==> config.mk <==
export PLATFORM = sky130hd
export DESIGN_NAME = queue_with_running_max
export DESIGN_NICKNAME = d
export VERILOG_FILES = /design/src/rtl/qrm_pkg.sv /design/src/rtl/queue_with_running_max.sv /design/src/rtl/qrm_cell.sv
export VERILOG_INCLUDE_DIRS = /design/src /design/src/rtl
export SDC_FILE = /design/constraint.sdc
export NUM_CORES = 2
export LEC_CHECK = 0
export BUFFER_PORTS_ARGS = -buffer_cell sky130_fd_sc_hd__buf_2
export CAP_MARGIN = 0
export CORE_MARGIN = 1
export CORE_UTILIZATION = 40
export CTS_CLUSTER_DIAMETER = 100
export DETAILED_ROUTE_END_ITERATION = 16
export HOLD_SLACK_MARGIN = 0.15
export SYNTH_ARGS = -nofsm -noshare
export SYNTH_HDL_FRONTEND = slang
export SYNTH_SLANG_ARGS = --single-unit
==> constraint.sdc <==
create_clock -name i_clk -period 15.6 [get_ports i_clk]
set_input_delay 0.78 -clock i_clk [delete_from_list [all_inputs] [get_ports i_clk]]
set_output_delay 0.78 -clock i_clk [all_outputs]
set_load 0.01 [all_outputs]
==> src/rtl/assert_macros.svh <==
// Assertion macros used by the queue top level.
`ifndef ASSERT_MACROS_SVH
`define ASSERT_MACROS_SVH

// Plain clocked property, masked while reset is held.
`define QRM_ASSERT(lbl, prop, msg) \
    lbl: assert property (@(posedge i_clk) disable iff (!i_rst_n) (prop)) else $error(msg);

// Same-cycle implication.
`define QRM_ASSERT_IMP(lbl, ante, cons, msg) \
    lbl: assert property (@(posedge i_clk) disable iff (!i_rst_n) (ante) |-> (cons)) \
        else $error(msg);

`endif

==> src/rtl/qrm_pkg.sv <==
// Shared types and constants for the running-max queue.
package qrm_pkg;

    localparam int DEPTH_DEF       = 16;
    localparam int VALUE_WIDTH_DEF = 32;

    // Fixed field widths on the stream ports
    localparam int IN_VALUE_W = 32;
    localparam int MAX_W      = 32;
    localparam int FILL_W     = 5;
    localparam int STATUS_W   = 2;
    localparam int OUT_DATA_W = 40;

    localparam logic OP_PUSH = 1'b0;
    localparam logic OP_POP  = 1'b1;

    typedef enum logic [STATUS_W-1:0] {
        ST_OK        = 2'd0,
        ST_POP_EMPTY = 2'd1,
        ST_PUSH_FULL = 2'd2
    } t_status;

    // Broadcast command to every candidate cell
    typedef struct packed {
        logic push;   // insert new value, dropping smaller ones at the back
        logic shift;  // drop front candidate, everything moves one place forward
    } t_cell_cmd;

endpackage

==> src/rtl/queue_with_running_max.sv <==
// Top level: FIFO bookkeeping plus a row of candidate cells giving the running max.
//
//  channel | dir | tdata                              | tuser
//  s       | in  | value[31:0]                        | operation[0] (0 push, 1 pop)
//  m       | out | max[31:0] empty[32] fill[37:33]    | -
//          |     | status[39:38]                      |
//
// One transaction per clock unless the output stalls; each cell decides its next
// contents from the broadcast command and its neighbors alone, so the result is ready
// the cycle after acceptance. The cell registers and the fill count are the result: an
// input is taken only when the pending result is taken in the same cycle or none is
// pending. Synchronous active-low reset empties the queue; no clearing pass is needed.
`include "assert_macros.svh"

module queue_with_running_max #(
    parameter int DEPTH       = qrm_pkg::DEPTH_DEF,
    parameter int VALUE_WIDTH = qrm_pkg::VALUE_WIDTH_DEF
) (
    input  logic                            i_clk,
    input  logic                            i_rst_n,
    input  logic                            i_s_tvalid,
    output logic                            o_s_tready,
    input  logic [qrm_pkg::IN_VALUE_W-1:0]  i_s_tdata,   // value
    input  logic                            i_s_tuser,   // operation
    output logic                            o_m_tvalid,
    input  logic                            i_m_tready,
    output logic [qrm_pkg::OUT_DATA_W-1:0]  o_m_tdata    // max, is_empty, fill, status
);
    import qrm_pkg::*;

    localparam int PTR_W = $clog2(DEPTH);
    localparam int CNT_W = $clog2(DEPTH + 1);

    logic                   w_accept;
    logic                   w_full, w_empty;
    logic [VALUE_WIDTH-1:0] w_value;
    logic [IN_VALUE_W+VALUE_WIDTH-1:0] w_in_ext;
    t_cell_cmd              w_cmd;
    t_status                w_status;

    logic                   r_out_valid;
    t_status                r_status;
    logic [PTR_W-1:0]       r_front, n_front;
    logic [PTR_W-1:0]       r_back, n_back;
    logic [CNT_W-1:0]       r_count, n_count;

    logic [DEPTH-1:0]       w_keep;
    logic [DEPTH-1:0]       w_cvalid;
    logic [VALUE_WIDTH-1:0] w_cvalue [DEPTH];
    logic [PTR_W-1:0]       w_ctag   [DEPTH];

    logic [MAX_W+VALUE_WIDTH-1:0] w_max_ext;
    logic [VALUE_WIDTH-1:0]       w_max;

    assign o_s_tready = !r_out_valid || i_m_tready;
    assign w_accept   = i_s_tvalid && o_s_tready;

    assign w_in_ext = {{VALUE_WIDTH{1'b0}}, i_s_tdata};
    assign w_value  = w_in_ext[VALUE_WIDTH-1:0];

    assign w_full  = (r_count == CNT_W'(DEPTH));
    assign w_empty = (r_count == '0);

    always_comb begin
        w_cmd    = '0;
        w_status = ST_OK;
        n_front  = r_front;
        n_back   = r_back;
        n_count  = r_count;
        if (w_accept) begin
            if (i_s_tuser == OP_PUSH) begin
                if (w_full) begin
                    w_status = ST_PUSH_FULL;
                end else begin
                    w_cmd.push = 1'b1;
                    n_back     = (r_back == PTR_W'(DEPTH - 1)) ? '0 : r_back + 1'b1;
                    n_count    = r_count + 1'b1;
                end
            end else begin
                if (w_empty) begin
                    w_status = ST_POP_EMPTY;
                end else begin
                    // front candidate leaves only if it is the very entry being popped
                    w_cmd.shift = w_cvalid[0] && (w_ctag[0] == r_front);
                    n_front     = (r_front == PTR_W'(DEPTH - 1)) ? '0 : r_front + 1'b1;
                    n_count     = r_count - 1'b1;
                end
            end
        end
    end

    always_ff @(posedge i_clk) begin
        if (!i_rst_n) begin
            r_out_valid <= 1'b0;
            r_front     <= '0;
            r_back      <= '0;
            r_count     <= '0;
        end else begin
            if (o_s_tready) begin
                r_out_valid <= i_s_tvalid;
            end
            r_front <= n_front;
            r_back  <= n_back;
            r_count <= n_count;
        end
        if (w_accept) begin
            r_status <= w_status;
        end
    end

    for (genvar i = 0; i < DEPTH; i++) begin : g_cell
        logic                   w_prev_keep;
        logic                   w_next_valid;
        logic [VALUE_WIDTH-1:0] w_next_value;
        logic [PTR_W-1:0]       w_next_tag;

        if (i == 0) begin : g_first
            assign w_prev_keep = 1'b1;
        end else begin : g_mid
            assign w_prev_keep = w_keep[i-1];
        end

        if (i == DEPTH - 1) begin : g_last
            assign w_next_valid = 1'b0;
            assign w_next_value = '0;
            assign w_next_tag   = '0;
        end else begin : g_inner
            assign w_next_valid = w_cvalid[i+1];
            assign w_next_value = w_cvalue[i+1];
            assign w_next_tag   = w_ctag[i+1];
        end

        qrm_cell #(
            .VALUE_WIDTH (VALUE_WIDTH),
            .TAG_W       (PTR_W)
        ) u_cell (
            .i_clk        (i_clk),
            .i_rst_n      (i_rst_n),
            .i_cmd        (w_cmd),
            .i_new_value  (w_value),
            .i_new_tag    (r_back),
            .i_prev_keep  (w_prev_keep),
            .i_next_valid (w_next_valid),
            .i_next_value (w_next_value),
            .i_next_tag   (w_next_tag),
            .o_keep       (w_keep[i]),
            .o_valid      (w_cvalid[i]),
            .o_value      (w_cvalue[i]),
            .o_tag        (w_ctag[i])
        );
    end

    // Result reflects the state left by the last accepted transaction
    assign w_max     = w_empty ? '0 : w_cvalue[0];
    assign w_max_ext = {{MAX_W{w_max[VALUE_WIDTH-1]}}, w_max};

    assign o_m_tvalid = r_out_valid;
    assign o_m_tdata  = {r_status,
                         FILL_W'({{FILL_W{1'b0}}, r_count}),
                         w_empty,
                         w_max_ext[MAX_W-1:0]};

    `QRM_ASSERT(a_cand_contiguous, ((w_cvalid & (w_cvalid + DEPTH'(1))) == '0), "candidate gap")
    `QRM_ASSERT_IMP(a_empty_no_cand, w_empty, (w_cvalid == '0), "candidates left in empty queue")
    `QRM_ASSERT_IMP(a_front_cand, !w_empty, w_cvalid[0], "nonempty queue without max")
    `QRM_ASSERT(a_count_range, (r_count <= CNT_W'(DEPTH)), "fill count overflow")

endmodule

==> src/rtl/qrm_cell.sv <==
// One slot of the candidate list: value, FIFO slot tag and valid bit.
module qrm_cell #(
    parameter int VALUE_WIDTH = qrm_pkg::VALUE_WIDTH_DEF,
    parameter int TAG_W       = 4
) (
    input  logic                   i_clk,
    input  logic                   i_rst_n,
    input  qrm_pkg::t_cell_cmd     i_cmd,
    input  logic [VALUE_WIDTH-1:0] i_new_value,
    input  logic [TAG_W-1:0]       i_new_tag,
    input  logic                   i_prev_keep,
    input  logic                   i_next_valid,
    input  logic [VALUE_WIDTH-1:0] i_next_value,
    input  logic [TAG_W-1:0]       i_next_tag,
    output logic                   o_keep,
    output logic                   o_valid,
    output logic [VALUE_WIDTH-1:0] o_value,
    output logic [TAG_W-1:0]       o_tag
);
    logic                   r_valid, n_valid;
    logic [VALUE_WIDTH-1:0] r_value, n_value;
    logic [TAG_W-1:0]       r_tag, n_tag;

    // Survives a push when not strictly smaller than the new value
    assign o_keep = r_valid && ($signed(r_value) >= $signed(i_new_value));

    always_comb begin
        n_valid = r_valid;
        n_value = r_value;
        n_tag   = r_tag;
        if (i_cmd.push) begin
            // first slot past the kept prefix takes the new value
            n_valid = o_keep || i_prev_keep;
            if (!o_keep) begin
                n_value = i_new_value;
                n_tag   = i_new_tag;
            end
        end else if (i_cmd.shift) begin
            n_valid = i_next_valid;
            n_value = i_next_value;
            n_tag   = i_next_tag;
        end
    end

    always_ff @(posedge i_clk) begin
        if (!i_rst_n) begin
            r_valid <= 1'b0;
        end else begin
            r_valid <= n_valid;
        end
        r_value <= n_value;
        r_tag   <= n_tag;
    end

    assign o_valid = r_valid;
    assign o_value = r_value;
    assign o_tag   = r_tag;

endmodule
* After elaboration in Yosys (flattened, before gate mapping)
Index checks and enable logic that the tools add are counted.
Storage, ports and cells: output and inout bits 42, word-level logic and storage cells 296, input port bits 37, flip-flop bits (word level) 608
Operators by class: equality and inequality tests 22, bitwise gates (word level) 3, muxes and demuxes 142, order comparisons 16, $add $sub $neg 4, reductions and logical operators 56
Operators by type and width (number):
- 32-bit 2-to-1 mux | 49
- 32-bit >= comparator | 16
- 4-bit 2-to-1 mux | 50
- 1-bit 2-to-1 mux | 37
- 2-bit != test (second input constant) | 18
- 2-bit AND reduction | 16
- 1-bit logical AND | 18
- 1-bit logical OR | 16
- 5-bit 2-to-1 mux | 3
- 3-bit AND reduction | 3
- 4-bit by 1-bit adder with 4-bit output (second input constant) | 2
- 4-bit equality test (second input constant) | 2
- 2-bit 2-to-1 mux | 3
- 5-bit by 1-bit adder with 5-bit output (second input constant) | 1
- 5-bit equality test (second input constant) | 1
- 5-bit logical NOT | 1
- 5-bit by 1-bit subtractor with 5-bit output (second input constant) | 1
- 4-bit equality test | 1
- 1-bit inverter | 3
- 2-bit nonzero test | 1
- 1-bit logical NOT | 1

* Longest topological paths before layout
depth in word-level cells 7, depth in mapped cells 12, depth with buffers taken out 10

* By module
Synthesis repeated with hierarchy kept, for this count alone.
Second synthesis, totals: cells, all modules 3421, area, all modules 39714.3 sq um
Modules (own cells, without submodules):
- qrm_cell | area each 2406.1 sq um, cells each 205, seq. area each 1101.1 sq um, instances 16
- queue_with_running_max | area each 1217.4 sq um, cells each 141, seq. area each 340.3 sq um, instances 1

* Worst setup path before layout
No wires, ideal clock.
path type input port to flip-flop, start input port i_s_tdata[1] in the netlist's numbering, end register g_cell[12].u_cell.r_tag[0] (enable), cell stages on the path 10, arrival time 5356 ps, data required time 15121 ps, buffers on the path 0, library setup time 479 ps, slack 9764 ps, cells stage by stage inv_1 ha_1 nor2b_1 o211ai_1 a21oi_1 a211o_1 a2111oi_0 mux2i_1 nor2b_1 o21ai_0
On the way: cells in the longest elaborated chain, start to end 4
Ends and longest elaborated chain:
- from (decl) | RTL line queue_with_running_max.sv:23 | input logic [qrm_pkg::IN_VALUE_W-1:0] i_s_tdata,
- 32-bit >= comparator | RTL line qrm_cell.sv:25 | assign o_keep = r_valid && ($signed(r_value) >= $signed(i_new_value));
- 1-bit logical AND | RTL line qrm_cell.sv:25
- 2-bit != test (no line)
- 2-bit AND reduction (no line)
- to (signal assigned) | RTL line qrm_cell.sv:52 | r_tag <= n_tag;
- to (decl) | RTL line qrm_cell.sv:22 | logic [TAG_W-1:0] r_tag, n_tag;
No other way between the ends. A chain may end at the register's enable or synchronous reset.

* Worst setup path in the final report
start input port i_s_tdata[31] in the netlist's numbering, end register g_cell[5].u_cell.r_value[5] (enable)
On the way: cells in the longest elaborated chain, start to end 4
Ends and longest elaborated chain:
- 32-bit >= comparator | RTL line qrm_cell.sv:25
- 1-bit logical AND | RTL line qrm_cell.sv:25
- 2-bit != test (no line)
- 2-bit AND reduction (no line)
- to (signal assigned) | RTL line qrm_cell.sv:51 | r_value <= n_value;
- to (decl) | RTL line qrm_cell.sv:21 | logic [VALUE_WIDTH-1:0] r_value, n_value;
No other way between the ends.

==> key figures <==
Yosys
  • Top cell type's share of synthesized area: 49.23%
  • Synth Register Bits: 608
  • Cell variety after synth: 74
  • Avg Cell Area, Syn: 10.18 sq um
  • Synth async-reset ratio: 0%
  • Top post-synthesis cells by count: 1239 x nand2_1, 578 x edfxtp_1, 517 x ha_1
  • Register area share after synthesis: 50.93%
  • Ys Warns: 0
  • Cell taking the most area after synthesis: edfxtp_1
  • Count leader, synth: nand2_1
  • Syn_nets: 4019
  • Synthesized area: 0.03526 sq mm
  • Top post-synthesis cells by area: edfxtp_1 49%, ha_1 18%, nand2_1 13%
  • Post-synth EDFFs: ~580
  • Synth Flop Type: edfxtp_1
  • Cell count after synthesis: 3464

Placement
  • DP HPWL: 63040 microns
  • GPL Wtd Cong: 0.8573
  • Port Buffer Count: 78

Timing
  • Measured slew at the worst slew-check pin: 1.209 ns
  • RSZ-0062 raised after global routing: false
  • Tmin final: 4.328 ns
  • Crit share post-route: 27.74%
  • Max-slew violations: 0
  • Setup TNS: 0 ns
  • Final Setup Violations: 0
  • Hold violation total from the final report: 0
  • Clk_skew: 0.02423 ns
  • Rel. slew slack: 19.41%
  • Fmax: approximately 230 MHz

Critical path
  • WS Path Type: in -> reg
  • Worst path bufs/invs: 2
  • Cell breakdown of the critical path: buf_2, inv_1, ha_1, nand4_1, or4_1, nor3_1, a211oi_1, xnor2_1, o21ai_0, nand2_2
  • Maximum fanout along the worst path: 36
  • Top delay family on crit path: simple AND/OR/NAND/NOR gates
  • Slowest CP cell: nand2_2
  • CP arrival: between 4 and 5 ns
  • Required time of the critical path: 15.80 ns
  • Max incr delay on CP: 0.66 ns
  • CP Capture Type: register
  • Nature of the critical path startpoint: input port

Power
  • Leakage: 17.96 nW
  • Logic pwr share: 18.0%
  • Net switching power: 1.239 mW
  • Clock share of power: 34.8%
  • Sw Share: between 20% and 30%
  • Pwr dens: 112.6 mW/mm^2
  • Int Power: 3.150 mW
  • Max VDD drop: about 0.079 mV
  • Seq pwr share: 47.1%

Floorplanning
  • Initial core utilization: 40.52%
  • Core Box Area: between 0.08 and 0.09 sq mm
  • Die Width: 298.9 microns
  • Row cnt: roughly 110
  • I/O pins: 79
  • Die Span Y: 298.9 microns
  • DIE AREA: around 0.089 sq mm

Routing
  • Vias: 25270
  • Drt first pass iters: 6
  • Vias/cell: 5.343
  • Remaining antenna violation count after routing: 0
  • Routed WL: 87900 microns
  • DRT iter0 DRCs: around 1500
  • DRC: 0
  • Wire per inst: around 19 microns

Clock network
  • Num Clock Sinks: 608
  • Clock Pin Slew Worst Setup and Hold Paths: about 0.06 ns
  • CTS tree: done
  • Setup bufs post-CTS: 0
  • Clock Tree Root: clkbuf_16
  • TritonCTS Buffers: 68
  • Htree depth: 3
  • Hold buffers post-CTS: 0
  • Resized cells post-CTS: 0
  • Clk_lat worst skew: 0.59 ns
  • Clk buf depth: 3

Global routing
  • Largest net degree at the start of global routing: 218
  • GRT overflow: 0
  • First-pass GRT wire length: 136500 microns
  • GRT Total Usage: 19.43%
  • Antenna violations before repair: 0
  • Vias in the first global route: ~25000

Final layout
  • Final Util: 44.79%
  • Layout fillers: roughly 8100
  • Final net count: 4078
  • Layout cell share with drive strength beyond 1: 6.491%
  • Ant diodes: 0
  • Syn-to-layout area delta: 10.56%

Hold path
  • Hold Path Class: in -> reg

Status
  • Status: completed

Job
  • Max Cap Violations: 0
[logic make-up (layout without fill, tap and decap cells)]
kind of cell               after synthesis  count (layout)  synth area share [%]
xor gates and xnor gates                13              13                0.3229
muxes                                    7               7                0.2129
DFF                                    608             608                 50.93
AOI/OAI and AO/OA                      495             495                 8.517
buffers and inverters                  228             338                 2.615
and+or+nand+nor                       1595            1595                 19.00
adders and majority gates              518             518                 18.40
[routing by layer]
metal	up-vias	track usage [%]	part of all wire, %
li1	12530	-	-
met1	12030	23.62	42
met2	514	34.35	49
met3	193	2.050	3.6
met4	0	9.232	4.5
met5	-	0	0
[state kept, by name, summed over array words and instances, names as in the netlist]
signal / cells
r_count: 5
r_front: 4
g_cell.u_cell.o_value: 512
r_status: 2
r_back: 4
o_m_tvalid: 1
g_cell.u_cell.o_valid: 16
g_cell.u_cell.o_tag: 64
[path summary, 6_finish.rpt]
kind	start	endpoint	slack, ns	cells after the start
max	i_s_tdata[31]	g_cell[5].u_cell.o_value[5]$_DFFE_PP_	11.27	10
min	i_s_tvalid	o_m_tvalid$_SDFFE_PN0N_	0.43	3
max reg2reg	r_count[0]$_SDFFE_PN0P_	g_cell[11].u_cell.o_value[16]$_DFFE_PP_	11.60	8
min reg2reg	g_cell[9].u_cell.o_valid$_SDFFE_PN0P_	g_cell[9].u_cell.o_valid$_SDFFE_PN0P_	0.50	2
[worst reg2reg max path, delay by kind of cell (launching register included)]
kind / cells / cell delay, ns
flip-flops: 1 / 0.36
buffers and inverters: 1 / 0.73
AO/OA/AOI/OAI: 2 / 0.47
AND/OR/NAND/NOR: 5 / 1.94
[cell usage in the layout, fill, tap and decap left out, drive strengths merged, types with 5 or more instances in the layout]
cell | Yosys | routed
a221oi | 12 | 12
a311oi | 5 | 5
nor3 | 28 | 28
a211oi | 21 | 21
a21oi | 234 | 234
buf | 34 | 107
dfxtp | 30 | 30
nor4 | 14 | 14
and4 | 10 | 10
inv | 109 | 111
a31oi | 6 | 6
ha | 517 | 517
o211ai | 26 | 26
nand3 | 40 | 40
nor2b | 53 | 53
edfxtp | 578 | 578
o21ai | 93 | 93
xnor2 | 10 | 10
clkbuf | 84 | 91
clkinv | 1 | 25
nand2 | 1240 | 1240
a22oi | 6 | 6
or4 | 9 | 9
and3 | 5 | 5
or3 | 6 | 6
nand4 | 99 | 99
a21o | 42 | 42
nand2b | 10 | 10
nor2 | 67 | 67
mux2i | 6 | 6
[power by group through the flow]
stage / Clock (mW) / Combinational (mW) / Sequential, mW
final: 1.53 / 0.792 / 2.07
after global routing: 1.61 / 0.910 / 2.08
after CTS: 1.56 / 0.801 / 2.07
after detailed placement: 0 / 0.798 / 2.10
after global placement: 0 / 0.778 / 2.10
after floorplan: 0 / 0.561 / 2.08
[layout make-up]
cell class                 count  area (sq um)  area share (%)
clock buffer                  91          1839           4.718
multi-input combinational   2628         16470           42.25
clock inverter                30         221.5          0.5681
timing repair buffer         107         633.1           1.624
tap                         1155          1445           3.707
sequential                   608         17960           46.07
inverter                     110         412.9           1.059
[metrics by stage]
stage                     area, sq um  worst slack (ns)  hold WS [ns]  total power, mW  instances
after floorplan                 35260             9.764        0.4633            2.642       3464
after global placement          36920             10.74        0.4852            2.877       4608
after detailed placement        36920             10.65        0.4927            2.900       4608
after CTS                       38980             11.26        0.3984            4.426       4729
after global routing            38980             11.09        0.4476            4.606       4729
final                           38980             11.27        0.4267            4.390       4729
Power figures use the tool's default switching activity.
